File: src/sv/lvlmtr_pkg.sv
`default_nettype none
package lvlmtr_pkg;

  // field widths
  localparam int SAMPLE_W = 16;
  localparam int LEVEL_W  = 17;
  localparam int GAIN_W   = 17;
  localparam int HOLD_W   = 5;

  // sample full scale (q1.15) and q16 shift
  localparam int SAMPLE_FULL = 32768;
  localparam int Q16_SHIFT   = 16;

  // default sizes
  localparam int WINDOW_MAX_DEF    = 64;
  localparam int HISTORY_DEPTH_DEF = 5;

  // q1.16 constants, truncated
  localparam logic [LEVEL_W-1:0] Q16_ONE      = 17'd65536;
  localparam logic [GAIN_W-1:0]  K_DECAY      = 17'd62259;
  localparam logic [GAIN_W-1:0]  K_PEAK_DECAY = 17'd58982;
  localparam logic [GAIN_W-1:0]  K_KEEP       = 17'd55705;
  localparam logic [GAIN_W-1:0]  K_NEW        = 17'd9830;
  localparam logic [HOLD_W-1:0]  HOLD_TICKS   = 5'd30;

  typedef enum logic [3:0] {
    ST_IDLE,
    ST_GAIN_MUL,
    ST_INST_CHK,
    ST_INST_DIV,
    ST_PUSH,
    ST_HIST_SUM,
    ST_AVG_DIV,
    ST_SMOOTH,
    ST_FALL_MUL,
    ST_FALL_ADD,
    ST_PEAK,
    ST_DECAY_MUL,
    ST_DECAY_SET,
    ST_PEAK_DECAY,
    ST_DONE
  } lvlmtr_state_t;

  function automatic int max_int(input int a, input int b);
    return (a > b) ? a : b;
  endfunction

endpackage
`default_nettype wire

File: src/sv/lvlmtr_div.sv
`default_nettype none
module lvlmtr_div
  import lvlmtr_pkg::*;
#(
  parameter int NUM_W = 26,
  parameter int DEN_W = 7,
  parameter int Q_W   = LEVEL_W
) (
  input  wire logic             clk,
  input  wire logic             rst_n,
  input  wire logic             start,
  input  wire logic [NUM_W-1:0] num,
  input  wire logic [DEN_W-1:0] den,
  output logic                  done,
  output logic [Q_W-1:0]        quot
);

  localparam int CNT_W = $clog2(Q_W + 1);

  // caller guarantees num < den * 2**Q_W, so the high part fits the remainder
  logic [DEN_W-1:0] rem_r;
  logic [Q_W-1:0]   ql_r;    // dividend bits out at the top, quotient bits in at the bottom
  logic [DEN_W-1:0] den_r;
  logic [CNT_W-1:0] cnt_r;
  logic             busy_r;
  logic             done_r;

  logic [DEN_W:0] trial;
  logic [DEN_W:0] diff;
  logic           ge;

  assign trial = {rem_r, ql_r[Q_W-1]};
  assign diff  = trial - {1'b0, den_r};
  assign ge    = (trial >= {1'b0, den_r});

  always_ff @(posedge clk) begin
    if (!rst_n) begin
      busy_r <= 1'b0;
      done_r <= 1'b0;
      cnt_r  <= '0;
    end else begin
      done_r <= 1'b0;
      if (start) begin
        busy_r <= 1'b1;
        cnt_r  <= CNT_W'(Q_W);
      end else if (busy_r) begin
        cnt_r <= cnt_r - 1'b1;
        if (cnt_r == CNT_W'(1)) begin
          busy_r <= 1'b0;
          done_r <= 1'b1;
        end
      end
    end
  end

  always_ff @(posedge clk) begin
    if (start) begin
      rem_r <= DEN_W'(num >> Q_W);
      ql_r  <= num[Q_W-1:0];
      den_r <= den;
    end else if (busy_r) begin
      rem_r <= ge ? diff[DEN_W-1:0] : trial[DEN_W-1:0];
      ql_r  <= {ql_r[Q_W-2:0], ge};
    end
  end

  assign done = done_r;
  assign quot = ql_r;

endmodule
`default_nettype wire

File: src/sv/level_meter_peak_hold_top.sv
// sample word: accepted one per cycle back to back while no tick is in flight, no result
// playing tick: result set by two passes of the shared 17-step divider; a clamped window
//   skips the first pass, an empty one also skips the gain multiply; idle tick: runs on
//   the shared multiplier
// input stalls from a tick's accept until its result is loaded, one tick in flight at a time
// synchronous active-low reset clears level, peak, hold, window and fill, gain to unity
`default_nettype none
module level_meter_peak_hold_top
  import lvlmtr_pkg::*;
#(
  parameter int WINDOW_MAX    = WINDOW_MAX_DEF,
  parameter int HISTORY_DEPTH = HISTORY_DEPTH_DEF
) (
  input  wire logic                       clk,
  input  wire logic                       rst_n,
  // configuration write
  input  wire logic                       cfg_valid,
  output logic                            cfg_ready,
  input  wire logic        [GAIN_W-1:0]   cfg_volume_gain,
  // input words
  input  wire logic                       in_valid,
  output logic                            in_stall,
  input  wire logic                       in_op,
  input  wire logic signed [SAMPLE_W-1:0] in_sample,
  input  wire logic                       in_playing,
  // result words
  output logic                            out_valid,
  input  wire logic                       out_stall,
  output logic             [LEVEL_W-1:0]  out_level,
  output logic             [LEVEL_W-1:0]  out_peak,
  output logic             [HOLD_W-1:0]   out_hold_left
);

  // window sum holds up to WINDOW_MAX full-scale magnitudes
  localparam int SUM_W  = $clog2(WINDOW_MAX * SAMPLE_FULL + 1);
  localparam int CNT_W  = $clog2(WINDOW_MAX + 1);
  localparam int FILL_W = $clog2(HISTORY_DEPTH + 1);
  localparam int HIDX_W = (HISTORY_DEPTH > 1) ? $clog2(HISTORY_DEPTH) : 1;
  localparam int ACC_W  = LEVEL_W + FILL_W;
  // shared multiplier operand and product widths
  localparam int MA_W   = max_int(SUM_W, LEVEL_W);
  localparam int PROD_W = MA_W + GAIN_W;
  // (sum*gain*3) >> 15 width
  localparam int NI_W   = PROD_W + 2 - 15;
  localparam int NUM_W  = max_int(NI_W, ACC_W);
  localparam int DEN_W  = max_int(CNT_W, FILL_W);

  lvlmtr_state_t state_r, state_nxt;

  // configuration and persistent state
  logic [GAIN_W-1:0]  gain_r;
  logic [SUM_W-1:0]   win_sum_r;
  logic [CNT_W-1:0]   win_cnt_r;
  logic [FILL_W-1:0]  fill_r;
  logic [LEVEL_W-1:0] level_r;
  logic [LEVEL_W-1:0] peak_r;
  logic [HOLD_W-1:0]  hold_r;
  logic               out_valid_r;

  // working registers
  logic [LEVEL_W-1:0] hist_r [HISTORY_DEPTH];
  logic [PROD_W-1:0]  prod_r;
  logic [PROD_W-1:0]  keep_r;
  logic [LEVEL_W-1:0] inst_r;
  logic [LEVEL_W-1:0] avg_r;
  logic [ACC_W-1:0]   acc_r;
  logic [FILL_W-1:0]  idx_r;
  logic [LEVEL_W-1:0] out_level_r;
  logic [LEVEL_W-1:0] out_peak_r;
  logic [HOLD_W-1:0]  out_hold_r;

  // shared multiplier and divider controls
  logic              mul_en;
  logic [MA_W-1:0]   mul_a;
  logic [GAIN_W-1:0] mul_b;
  logic              div_start;
  logic [NUM_W-1:0]  div_num;
  logic [DEN_W-1:0]  div_den;
  logic              div_done;
  logic [LEVEL_W-1:0] div_quot;

  // datapath helpers
  logic [LEVEL_W-1:0] sext;
  logic [LEVEL_W-1:0] mag;
  logic [PROD_W+1:0]  p3;
  logic [NI_W-1:0]    n_full;
  logic               inst_clamp;
  logic [PROD_W:0]    fall_sum;
  logic               accept;
  logic               tick_accept;
  logic               out_load;
  logic               sum_last;

  assign cfg_ready = 1'b1;
  assign in_stall  = (state_r != ST_IDLE);
  assign accept    = in_valid && !in_stall;
  assign tick_accept = accept && in_op;

  // magnitude of a two's complement sample; most negative maps to full scale
  assign sext = {in_sample[SAMPLE_W-1], in_sample};
  assign mag  = in_sample[SAMPLE_W-1] ? (LEVEL_W'(0) - sext) : sext;

  // instant numerator: sum*gain*3 scaled down by the q15 sample fraction
  assign p3     = (PROD_W+2)'(prod_r) + ((PROD_W+2)'(prod_r) << 1);
  assign n_full = p3[PROD_W+1:15];
  // quotient would reach 2**17 or more, so it clamps without dividing
  assign inst_clamp = ((n_full >> LEVEL_W) >= NI_W'(win_cnt_r));

  assign fall_sum = (PROD_W+1)'(keep_r) + (PROD_W+1)'(prod_r);
  assign out_load = (state_r == ST_DONE) && (!out_valid_r || !out_stall);
  assign sum_last = (idx_r == fill_r);

  lvlmtr_div #(
    .NUM_W (NUM_W),
    .DEN_W (DEN_W),
    .Q_W   (LEVEL_W)
  ) u_div (
    .clk   (clk),
    .rst_n (rst_n),
    .start (div_start),
    .num   (div_num),
    .den   (div_den),
    .done  (div_done),
    .quot  (div_quot)
  );

  // sequencer next state
  always_comb begin
    state_nxt = state_r;
    case (state_r)
      ST_IDLE: begin
        if (tick_accept) begin
          if (!in_playing)              state_nxt = ST_DECAY_MUL;
          else if (win_cnt_r == '0)     state_nxt = ST_PUSH;    // empty window
          else                          state_nxt = ST_GAIN_MUL;
        end
      end
      ST_GAIN_MUL:   state_nxt = ST_INST_CHK;
      ST_INST_CHK:   state_nxt = inst_clamp ? ST_PUSH : ST_INST_DIV;
      ST_INST_DIV:   if (div_done) state_nxt = ST_PUSH;
      ST_PUSH:       state_nxt = ST_HIST_SUM;
      ST_HIST_SUM:   if (sum_last) state_nxt = ST_AVG_DIV;
      ST_AVG_DIV:    if (div_done) state_nxt = ST_SMOOTH;
      ST_SMOOTH:     state_nxt = (avg_r > level_r) ? ST_PEAK : ST_FALL_MUL;
      ST_FALL_MUL:   state_nxt = ST_FALL_ADD;
      ST_FALL_ADD:   state_nxt = ST_PEAK;
      ST_PEAK:       state_nxt = ST_DONE;
      ST_DECAY_MUL:  state_nxt = ST_DECAY_SET;
      ST_DECAY_SET:  state_nxt = (hold_r == HOLD_W'(1)) ? ST_PEAK_DECAY : ST_DONE;
      ST_PEAK_DECAY: state_nxt = ST_DONE;
      ST_DONE:       if (out_load) state_nxt = ST_IDLE;
      default:       state_nxt = ST_IDLE;
    endcase
  end

  // sequencer outputs: operand steering for the shared multiplier and divider
  always_comb begin
    mul_en    = 1'b0;
    mul_a     = '0;
    mul_b     = '0;
    div_start = 1'b0;
    div_num   = '0;
    div_den   = '0;
    case (state_r)
      ST_GAIN_MUL: begin
        mul_en = 1'b1;
        mul_a  = MA_W'(win_sum_r);
        mul_b  = gain_r;
      end
      ST_INST_CHK: begin
        if (!inst_clamp) begin
          div_start = 1'b1;
          div_num   = NUM_W'(n_full);
          div_den   = DEN_W'(win_cnt_r);
        end
      end
      ST_HIST_SUM: begin
        if (sum_last) begin
          div_start = 1'b1;
          div_num   = NUM_W'(acc_r);
          div_den   = DEN_W'(fill_r);
        end
      end
      ST_SMOOTH: begin
        if (!(avg_r > level_r)) begin
          mul_en = 1'b1;
          mul_a  = MA_W'(level_r);
          mul_b  = K_KEEP;
        end
      end
      ST_FALL_MUL: begin
        mul_en = 1'b1;
        mul_a  = MA_W'(avg_r);
        mul_b  = K_NEW;
      end
      ST_DECAY_MUL: begin
        mul_en = 1'b1;
        mul_a  = MA_W'(level_r);
        mul_b  = K_DECAY;
      end
      ST_DECAY_SET: begin
        // hold expires on this tick, scale the peak next
        if (hold_r == HOLD_W'(1)) begin
          mul_en = 1'b1;
          mul_a  = MA_W'(peak_r);
          mul_b  = K_PEAK_DECAY;
        end
      end
      default: ;
    endcase
  end

  // control and persistent state
  always_ff @(posedge clk) begin
    if (!rst_n) begin
      state_r     <= ST_IDLE;
      gain_r      <= Q16_ONE;
      win_sum_r   <= '0;
      win_cnt_r   <= '0;
      fill_r      <= '0;
      level_r     <= '0;
      peak_r      <= '0;
      hold_r      <= '0;
      out_valid_r <= 1'b0;
    end else begin
      state_r <= state_nxt;
      if (cfg_valid && cfg_ready) begin
        gain_r <= cfg_volume_gain;
      end
      // result word raised from the final state, dropped once taken
      if (out_load) begin
        out_valid_r <= 1'b1;
      end else if (!out_stall) begin
        out_valid_r <= 1'b0;
      end
      case (state_r)
        ST_IDLE: begin
          // samples past the window limit are dropped
          if (accept && !in_op && (win_cnt_r < CNT_W'(WINDOW_MAX))) begin
            win_sum_r <= win_sum_r + SUM_W'(mag);
            win_cnt_r <= win_cnt_r + 1'b1;
          end
        end
        ST_PUSH: begin
          if (fill_r < FILL_W'(HISTORY_DEPTH)) begin
            fill_r <= fill_r + 1'b1;
          end
        end
        ST_SMOOTH: begin
          // rising level follows the average at once
          if (avg_r > level_r) begin
            level_r <= avg_r;
          end
        end
        ST_FALL_ADD: begin
          level_r <= fall_sum[Q16_SHIFT+LEVEL_W-1:Q16_SHIFT];
        end
        ST_PEAK: begin
          if (level_r > peak_r) begin
            peak_r <= level_r;
            hold_r <= HOLD_TICKS;
          end
        end
        ST_DECAY_SET: begin
          level_r <= prod_r[Q16_SHIFT+LEVEL_W-1:Q16_SHIFT];
          if (hold_r != '0) begin
            hold_r <= hold_r - 1'b1;
          end
        end
        ST_PEAK_DECAY: begin
          peak_r <= prod_r[Q16_SHIFT+LEVEL_W-1:Q16_SHIFT];
        end
        ST_DONE: begin
          if (out_load) begin
            win_sum_r   <= '0;
            win_cnt_r   <= '0;
          end
        end
        default: ;
      endcase
    end
  end

  // working registers, no reset needed
  always_ff @(posedge clk) begin
    if (mul_en) begin
      prod_r <= PROD_W'(mul_a) * PROD_W'(mul_b);
    end
    case (state_r)
      ST_IDLE: begin
        if (tick_accept) begin
          inst_r <= '0;
        end
      end
      ST_INST_CHK: begin
        if (inst_clamp) begin
          inst_r <= Q16_ONE;
        end
      end
      ST_INST_DIV: begin
        if (div_done) begin
          inst_r <= (div_quot > Q16_ONE) ? Q16_ONE : div_quot;
        end
      end
      ST_PUSH: begin
        // append while filling, else shift out the oldest entry
        for (int i = 0; i < HISTORY_DEPTH; i++) begin
          if (fill_r < FILL_W'(HISTORY_DEPTH)) begin
            if (fill_r == FILL_W'(i)) begin
              hist_r[i] <= inst_r;
            end
          end else if (i == HISTORY_DEPTH - 1) begin
            hist_r[i] <= inst_r;
          end else begin
            hist_r[i] <= hist_r[(i < HISTORY_DEPTH - 1) ? i + 1 : i];
          end
        end
        acc_r <= '0;
        idx_r <= '0;
      end
      ST_HIST_SUM: begin
        if (!sum_last) begin
          acc_r <= acc_r + ACC_W'(hist_r[idx_r[HIDX_W-1:0]]);
          idx_r <= idx_r + 1'b1;
        end
      end
      ST_AVG_DIV: begin
        if (div_done) begin
          avg_r <= div_quot;
        end
      end
      ST_FALL_MUL: begin
        keep_r <= prod_r;
      end
      ST_DONE: begin
        if (out_load) begin
          out_level_r <= level_r;
          out_peak_r  <= peak_r;
          out_hold_r  <= hold_r;
        end
      end
      default: ;
    endcase
  end

  assign out_valid     = out_valid_r;
  assign out_level     = out_level_r;
  assign out_peak      = out_peak_r;
  assign out_hold_left = out_hold_r;

  // meter values never pass full scale
  a_level_range: assert property (@(posedge clk) disable iff (!rst_n)
    (level_r <= Q16_ONE) && (peak_r <= Q16_ONE))
    else $error("level or peak above full scale");

  // window never counts past its limit
  a_window_limit: assert property (@(posedge clk) disable iff (!rst_n)
    win_cnt_r <= CNT_W'(WINDOW_MAX))
    else $error("window count past limit");

  // divider answers only while the sequencer waits on it
  a_div_owner: assert property (@(posedge clk) disable iff (!rst_n)
    div_done |-> (state_r == ST_INST_DIV || state_r == ST_AVG_DIV))
    else $error("divider done outside a wait state");

  // a tick blocks further words until its result is out
  a_tick_blocks: assert property (@(posedge clk) disable iff (!rst_n)
    tick_accept |=> in_stall)
    else $error("word accepted while a tick is in flight");

  // a new result comes only from the final state
  a_out_source: assert property (@(posedge clk) disable iff (!rst_n)
    (out_valid_r && !$past(out_valid_r)) |-> ($past(state_r) == ST_DONE))
    else $error("result raised outside the final state");

endmodule
`default_nettype wire
File: config.mk
export PLATFORM = sky130hd
export DESIGN_NAME = level_meter_peak_hold_top
export DESIGN_NICKNAME = d
export VERILOG_FILES = /design/src/sv/lvlmtr_pkg.sv /design/src/sv/lvlmtr_div.sv /design/src/sv/level_meter_peak_hold_top.sv
export SDC_FILE = /design/constraint.sdc
export NUM_CORES = 2
export LEC_CHECK = 0
export BUFFER_PORTS_ARGS = -buffer_cell sky130_fd_sc_hd__clkbuf_2
export CELL_PAD_IN_SITES_DETAIL_PLACEMENT = 0
export CELL_PAD_IN_SITES_GLOBAL_PLACEMENT = 2
export CORE_MARGIN = 5
export CORE_UTILIZATION = 40
export CTS_CLUSTER_DIAMETER = 30
export DETAILED_ROUTE_END_ITERATION = 10
export GPL_TIMING_DRIVEN = 0
export MAX_ROUTING_LAYER = met4
export PLACE_DENSITY_LB_ADDON = 0.1
export SYNTH_ARGS = -nofsm -noshare
export SYNTH_HDL_FRONTEND = slang
export SYNTH_SLANG_ARGS = --single-unit
File: constraint.sdc
create_clock -name clk -period 10.8 [get_ports clk]
set_input_delay 0 -clock clk [delete_from_list [all_inputs] [get_ports clk]]
set_output_delay 0 -clock clk [all_outputs]
set_load 0.005 [all_outputs]
# Word level (Yosys, flattened, before mapping)
# Memories as Yosys holds them, arrays and structs flattened. A register that Yosys moved wholly into a read port is not among the register bits.
# Index checks and enable logic that the tools add are counted.
[classes] add_sub_neg=11 mul=1 n_lt_le_gt_ge=7 eq_ne=33 n_mux=94 n_bitwise=7 reduce_logical=36
[ops] operator="2-to-1 mux 17 bit" n=16
[ops] operator="case mux 22 bit (5 select lines)" n=1
[ops] operator="case mux 17 bit (3 select lines)" n=2
[ops] operator="case mux 17 bit (5 select lines)" n=1
[ops] operator="case mux 4 bit (14 select lines)" n=1
[ops] operator="case mux 24 bit (2 select lines)" n=1
[ops] operator="2-to-1 mux 22 bit" n=2
[ops] operator="case mux 22 bit (2 select lines)" n=1
[ops] operator="2-to-1 mux 7 bit" n=6
[ops] operator="adder 39 x 40 -> 41 bit" n=1
[ops] operator="2-to-1 mux 20 bit" n=2
[ops] operator="case mux 20 bit (2 select lines)" n=1
[ops] operator="multiplier 22 x 17 -> 39 bit" n=1
[ops] operator="> comparator 17 bit" n=2
[ops] operator="case mux 17 bit (2 select lines)" n=1
[ops] operator="adder 33 bit" n=1
[ops] operator="2-to-1 mux 1 bit" n=33
[ops] operator="2-to-1 mux 16 bit" n=2
[ops] operator="== test 4 bit, second input constant" n=7
[ops] operator="case mux 7 bit (2 select lines)" n=2
[ops] operator="2-to-1 mux 24 bit" n=1
[ops] operator="2-to-1 mux 4 bit" n=6
[ops] operator="adder 22 x 17 -> 22 bit" n=1
[ops] operator="adder 20 x 17 -> 20 bit" n=1
[ops] operator="45 further kinds" n=96
[word_totals] reg_bits=299 ram_bits=85 out_inout_bits=42 word_cells=215 mem_count=1
[memory_table] memory="hist_r" words=5 word_bits=17 read_ports=5 rd_ports_with_merged_regs=1 write_ports=5 line="level_meter_peak_hold_top.sv:61" source="logic [LEVEL_W-1:0] hist_r [HISTORY_DEPTH];"

# Longest topological paths before layout
[logic_depth] depth_word=7 depth_mapped=38 ltp_nobuf=35

# Modules after synthesis
# A second synthesis with hierarchy kept.
[unflattened] cells_unflattened=3428 area_unflattened_um2=33833.7
[by_module_without_submodules] mod="level_meter_peak_hold_top" instances=1 cells_per_inst=3255 area_per_inst_um2=31751.7
[by_module_without_submodules] mod="lvlmtr_div" instances=1 cells_per_inst=173 area_per_inst_um2=2082.0

# Worst setup path before layout
# Ideal clock, no wire load.
[synth_timing] kind="register to register" start="register state_r[3]" end="register prod_r[35], data pin" setup_ns=0.258 t_arrival_ns=8.287 required_ns=10.542 setup_slack_ns=2.255 stages_incl_launch_ff=31 n_path_buf=4 period_less_slack_ns=8.545 cell_sequence="dfxtp_1 -> clkbuf_1 -> nand2b_1 -> nor3_1 -> clkbuf_1 -> clkbuf_1 -> a222oi_1 -> nand2_1 -> clkbuf_1 -> nand2_1 -> fa_1 -> inv_1 -> fa_1 -> inv_1 -> fa_1 -> inv_1 -> fa_1 -> fa_1 -> inv_1 -> fa_1 -> inv_1 -> ha_1 -> nand2_1 -> nor3_1 -> nand4bb_1 -> nand3_1 -> and3_1 -> a41oi_1 -> o211a_1 -> or3_1 -> xnor2_1"
[synth_via] elab_chain_cells=3 elab_cells_between_ends=8
[synth_rtl] element="start, declared" line="level_meter_peak_hold_top.sv:48" source="lvlmtr_state_t state_r, state_nxt;"
[synth_rtl] element="start signal, assigned" line="level_meter_peak_hold_top.sv:226" source="state_r <= state_nxt;"
[synth_rtl] element="== test 4 bit (tied with other cells)" line="level_meter_peak_hold_top.sv:164" source="case (state_r)"
[synth_rtl] element="case mux 22 bit (5 select lines) / case mux 17 bit (5 select lines) (equally long branches)" line="level_meter_peak_hold_top.sv:164"
[synth_rtl] element="multiplier 22 x 17 -> 39 bit (*)" line="level_meter_peak_hold_top.sv:287" source="prod_r <= PROD_W'(mul_a) * PROD_W'(mul_b);"
[synth_rtl] element="end signal, assigned" line="level_meter_peak_hold_top.sv:287"
[synth_rtl] element="end, declared" line="level_meter_peak_hold_top.sv:62" source="logic [PROD_W-1:0] prod_r;"
# Every way passes the cells marked *; elsewhere a longest branch is shown, timed or not.
# A chain may end at the register's enable or synchronous reset.

# Worst setup path after layout
[layout_timing] start="register state_r[2]" end="register prod_r[38], data pin"
# The elaborated chain is that of the path after synthesis.

==> flow_metrics.py <==
metrics = {
    "power_and_ir_drop": {
        "total_power_mw": 8.44,
        "p_comb_share_pct": 34.8,
        "powerDensity_mw_per_mm2": 212,
        "p_seq_share_pct": 26.6,
        "swShare_pct": 36.3,
        "ir_worst_vdd_mv": 0.149,
        "net-switching-power_mw": 3.06,
        "p_int_mw": 5.37,
        "p_clk_share_pct": 38.6,
        "leakagePower_nw": 17.5,
    },
    "drt": {
        "detail_route.wl_per_cell_um": 22.9,
        "drc": 0,
        "totalWireLength_mm": 112,
        "viasPerCell": 5.38,
        "route.vias.total": 26400,
        "drt_iter0_drc": 1813,
        "ant_nets": 0,
        "drt_pass1_iterations": 6,
    },
    "floorplan": {
        "rows": 106,
        "fp.dieArea_mm2": 0.0902,
        "core_mm2": 0.0837,
        "fp.dieW_um": 300,
        "start_util_pct": 40.3,
        "io-pin-count": 82,
        "die_y_um": 300,
    },
    "synthesis": {
        "ys.flop_type": "edfxtp_1",
        "syn-instance-count": 3478,
        "syn-num-nets": 4098,
        "ys_ff_latch": 387,
        "netlist_area_mm2": 0.0337,
        "syn_area_per_cell_um2": 9.70,
        "yosysWarnings": 0,
        "ys_async_sr_fraction_pct": 0,
        "yosysSeqAreaShare_pct": 31.4,
        "synth_edf_count": 284,
        "ys_types": 86,
    },
    "global_route": {
        "first_global_vias": 27400,
        "grt_max_degree": 41,
        "grt.total_usage_pct": 25.5,
        "grt_pass1_wl_mm": 170,
        "antenna_found_initial": 1,
        "grt_overflow": 0,
    },
    "worst_setup_path": {
        "rrSetupSlack_ns": 0.36,
        "cp_max_fo": 10,
        "worst-setup-path-type": "reg -> reg",
        "crit_required_ns": 11.21,
        "path_common_cell": "fa_1",
        "start_kind": "register",
        "crit_arrival_ns": 10.84,
        "cp-end-kind": "register",
        "reg2reg_depth": 32,
        "slowest_stage": "a222oi_1",
        "critical-path-max-stage-delay_ns": 1.35,
    },
    "final_layout": {
        "area_delta_synth_final_pct": 17.8,
        "final_nets": 4313,
        "final_cell_count_no_fill": 4914,
        "utilization_pct": 47.5,
        "layout-drive-gt1-share_pct": 9.26,
    },
    "sta": {
        "tns_ns": 0,
        "clock_skew_ns": 0.0459,
        "fmax_ghz": 0.0958,
        "setup_ws_ns": 0.363,
        "fin_crit_sh_pct": 96.6,
        "setup_viol": 0,
        "worst_pin_slew_ns": 1.56,
        "rsz0062_at_grt": "false",
        "final.min_clock_period_ns": 10.44,
        "finalHoldViolCount": 0,
        "max-slew-margin-rel_pct": -4.28,
        "timing.final.max_slew_violations": 4,
    },
    "clock_network": {
        "clk_pin_slew_ns": 0.04,
        "root_buffer": "clkbuf_16",
        "insertion_delay_ns": 0.67,
        "cts_buffers": 99,
        "cts.sinks": 387,
        "tritoncts": "built",
        "h-tree-depth": 3,
        "cts.path.max_buffers": 3,
        "cts_setup_buffers": 0,
    },
    "placed_design": {
        "port-buffer-count": 78,
        "dp_slack_ns": -0.255,
        "post-place-cells": 4698,
        "hpwlAfterDp_mm": 91.3,
        "place.gp.congestion": 0.925,
    },
    "hold_path": {
        "hold_class": "in -> reg",
        "holdPathStages": 5,
    },
    "outcome": {
        "status": "complete, but fails checks",
        "violations": "max-slew violations",
    },
    "run": {
        "cap_violations": 0,
    },
}
what timing repair did:
action / CTS / global route
hold buffers: 30 / 0
endpoints found under the setup margin: 1 / 2
hold endpoints to repair: 30 / 0
gates resized for setup: 4 / 13
through the flow:
step	hold slack [ns]	cell area, um2
final	0.0676	39700
after global routing	0.110	39700
after detailed placement	0.230	35700
after floorplan	0.129	33700
after global placement	0.232	35500
after CTS	0.0423	39700
placed cells by master (no fill, tap or decap), drive strengths merged, types with 30 or more instances in the layout:
cell,Yosys,final
ha,278,278
nor2,278,278
dlygate4sd3,0,30
fa,302,302
a21oi,150,150
nor2b,44,44
buf,27,35
a21o,159,159
dfxtp,103,103
xor2,32,32
inv,496,498
mux2i,38,38
edfxtp,284,284
clkbuf,110,308
xnor2,88,88
clkinv,0,30
nor3,58,58
nand2,428,428
and2,50,50
nand3,39,39
a211oi,42,42
o21ai,82,82
power groups by stage:
stage               clock network [mW]  logic (mW)  registers [mW]
finish                            3.25        2.93            2.25
global route                      3.39        3.24            2.27
CTS                               3.30        2.94            2.25
detailed placement                   0        2.91            2.28
global placement                     0        2.82            2.28
floorplan                            0        2.06            2.12
worst paths after layout:
kind                   endpoint     startpoint
hold reg to reg    hist_r[4][6]      inst_r[6]
hold / removal    win_sum_r[14]  in_sample[14]
setup / recovery     prod_r[38]     state_r[2]
setup reg to reg     prod_r[38]     state_r[2]
critical path, delay by kind of cell (launching register included):
kind / cells / cell delay, ns
AOI/OAI and AO/OA: 7 / 2.79
xor gates and xnor gates: 1 / 0.32
adders and majority gates: 7 / 3.11
buffers and inverters: 9 / 1.53
DFF: 1 / 0.29
and+or+nand+nor: 8 / 2.10
sequential cells by signal (all words and copies together), names as in the netlist, 20 cells and up, named ones only:
register	cells
keep_r	33
acc_r	20
win_sum_r	22
hist_r	85
prod_r	39
cells in the mapped netlist, types with 38 or more instances:
cell type | count | area share (%)
nand2_1 | 428 | 4.8
edfxtp_1 | 284 | 25
nor3_1 | 58 | 0.86
and2_1 | 47 | 0.87
ha_1 | 278 | 10
a21oi_1 | 148 | 2.2
fa_1 | 302 | 18
clkbuf_1 | 110 | 1.2
a21o_1 | 159 | 3.5
nor2b_1 | 44 | 0.82
a211oi_1 | 41 | 0.91
nand3_1 | 39 | 0.58
dfxtp_1 | 103 | 6.1
nor2_1 | 278 | 3.1
o21ai_0 | 81 | 1.2
xnor2_1 | 87 | 2.3
inv_1 | 495 | 5.5
mux2i_1 | 38 | 1.1
layout make-up:
class,instances,area (um2)
Multi-Input combinational cell,2458,20800
Sequential cell,387,10600
Fill cell,7962,44000
Clock buffer,122,2660
Inverter,496,1860
Antenna cell,1,2.50
Buffer,135,534
Timing Repair Buffer,116,800
Clock inverter,65,1070
Tap cell,1134,1420
metal layers:
metal,GRT usage [%],wire [um]
met4,6.48,2830
met5,-,0
met1,33.4,49900
met2,42.1,54000
met3,3.60,5580
cell families (layout without fill, tap and decap cells):
family | after synthesis | in the layout | synth area share, %
other | 2 | 3 | 0.0223
AND/OR/NAND/NOR | 1028 | 1028 | 13.7
flip-flops | 387 | 387 | 31.4
AO/OA/AOI/OAI | 648 | 648 | 13.3
multiplexers | 80 | 80 | 3.10
adder cells (fa/ha/maj) | 580 | 580 | 28.2
buffers and inverters | 633 | 934 | 7.09
XOR/XNOR | 120 | 120 | 3.16
Power figures use the tool's default switching activity.
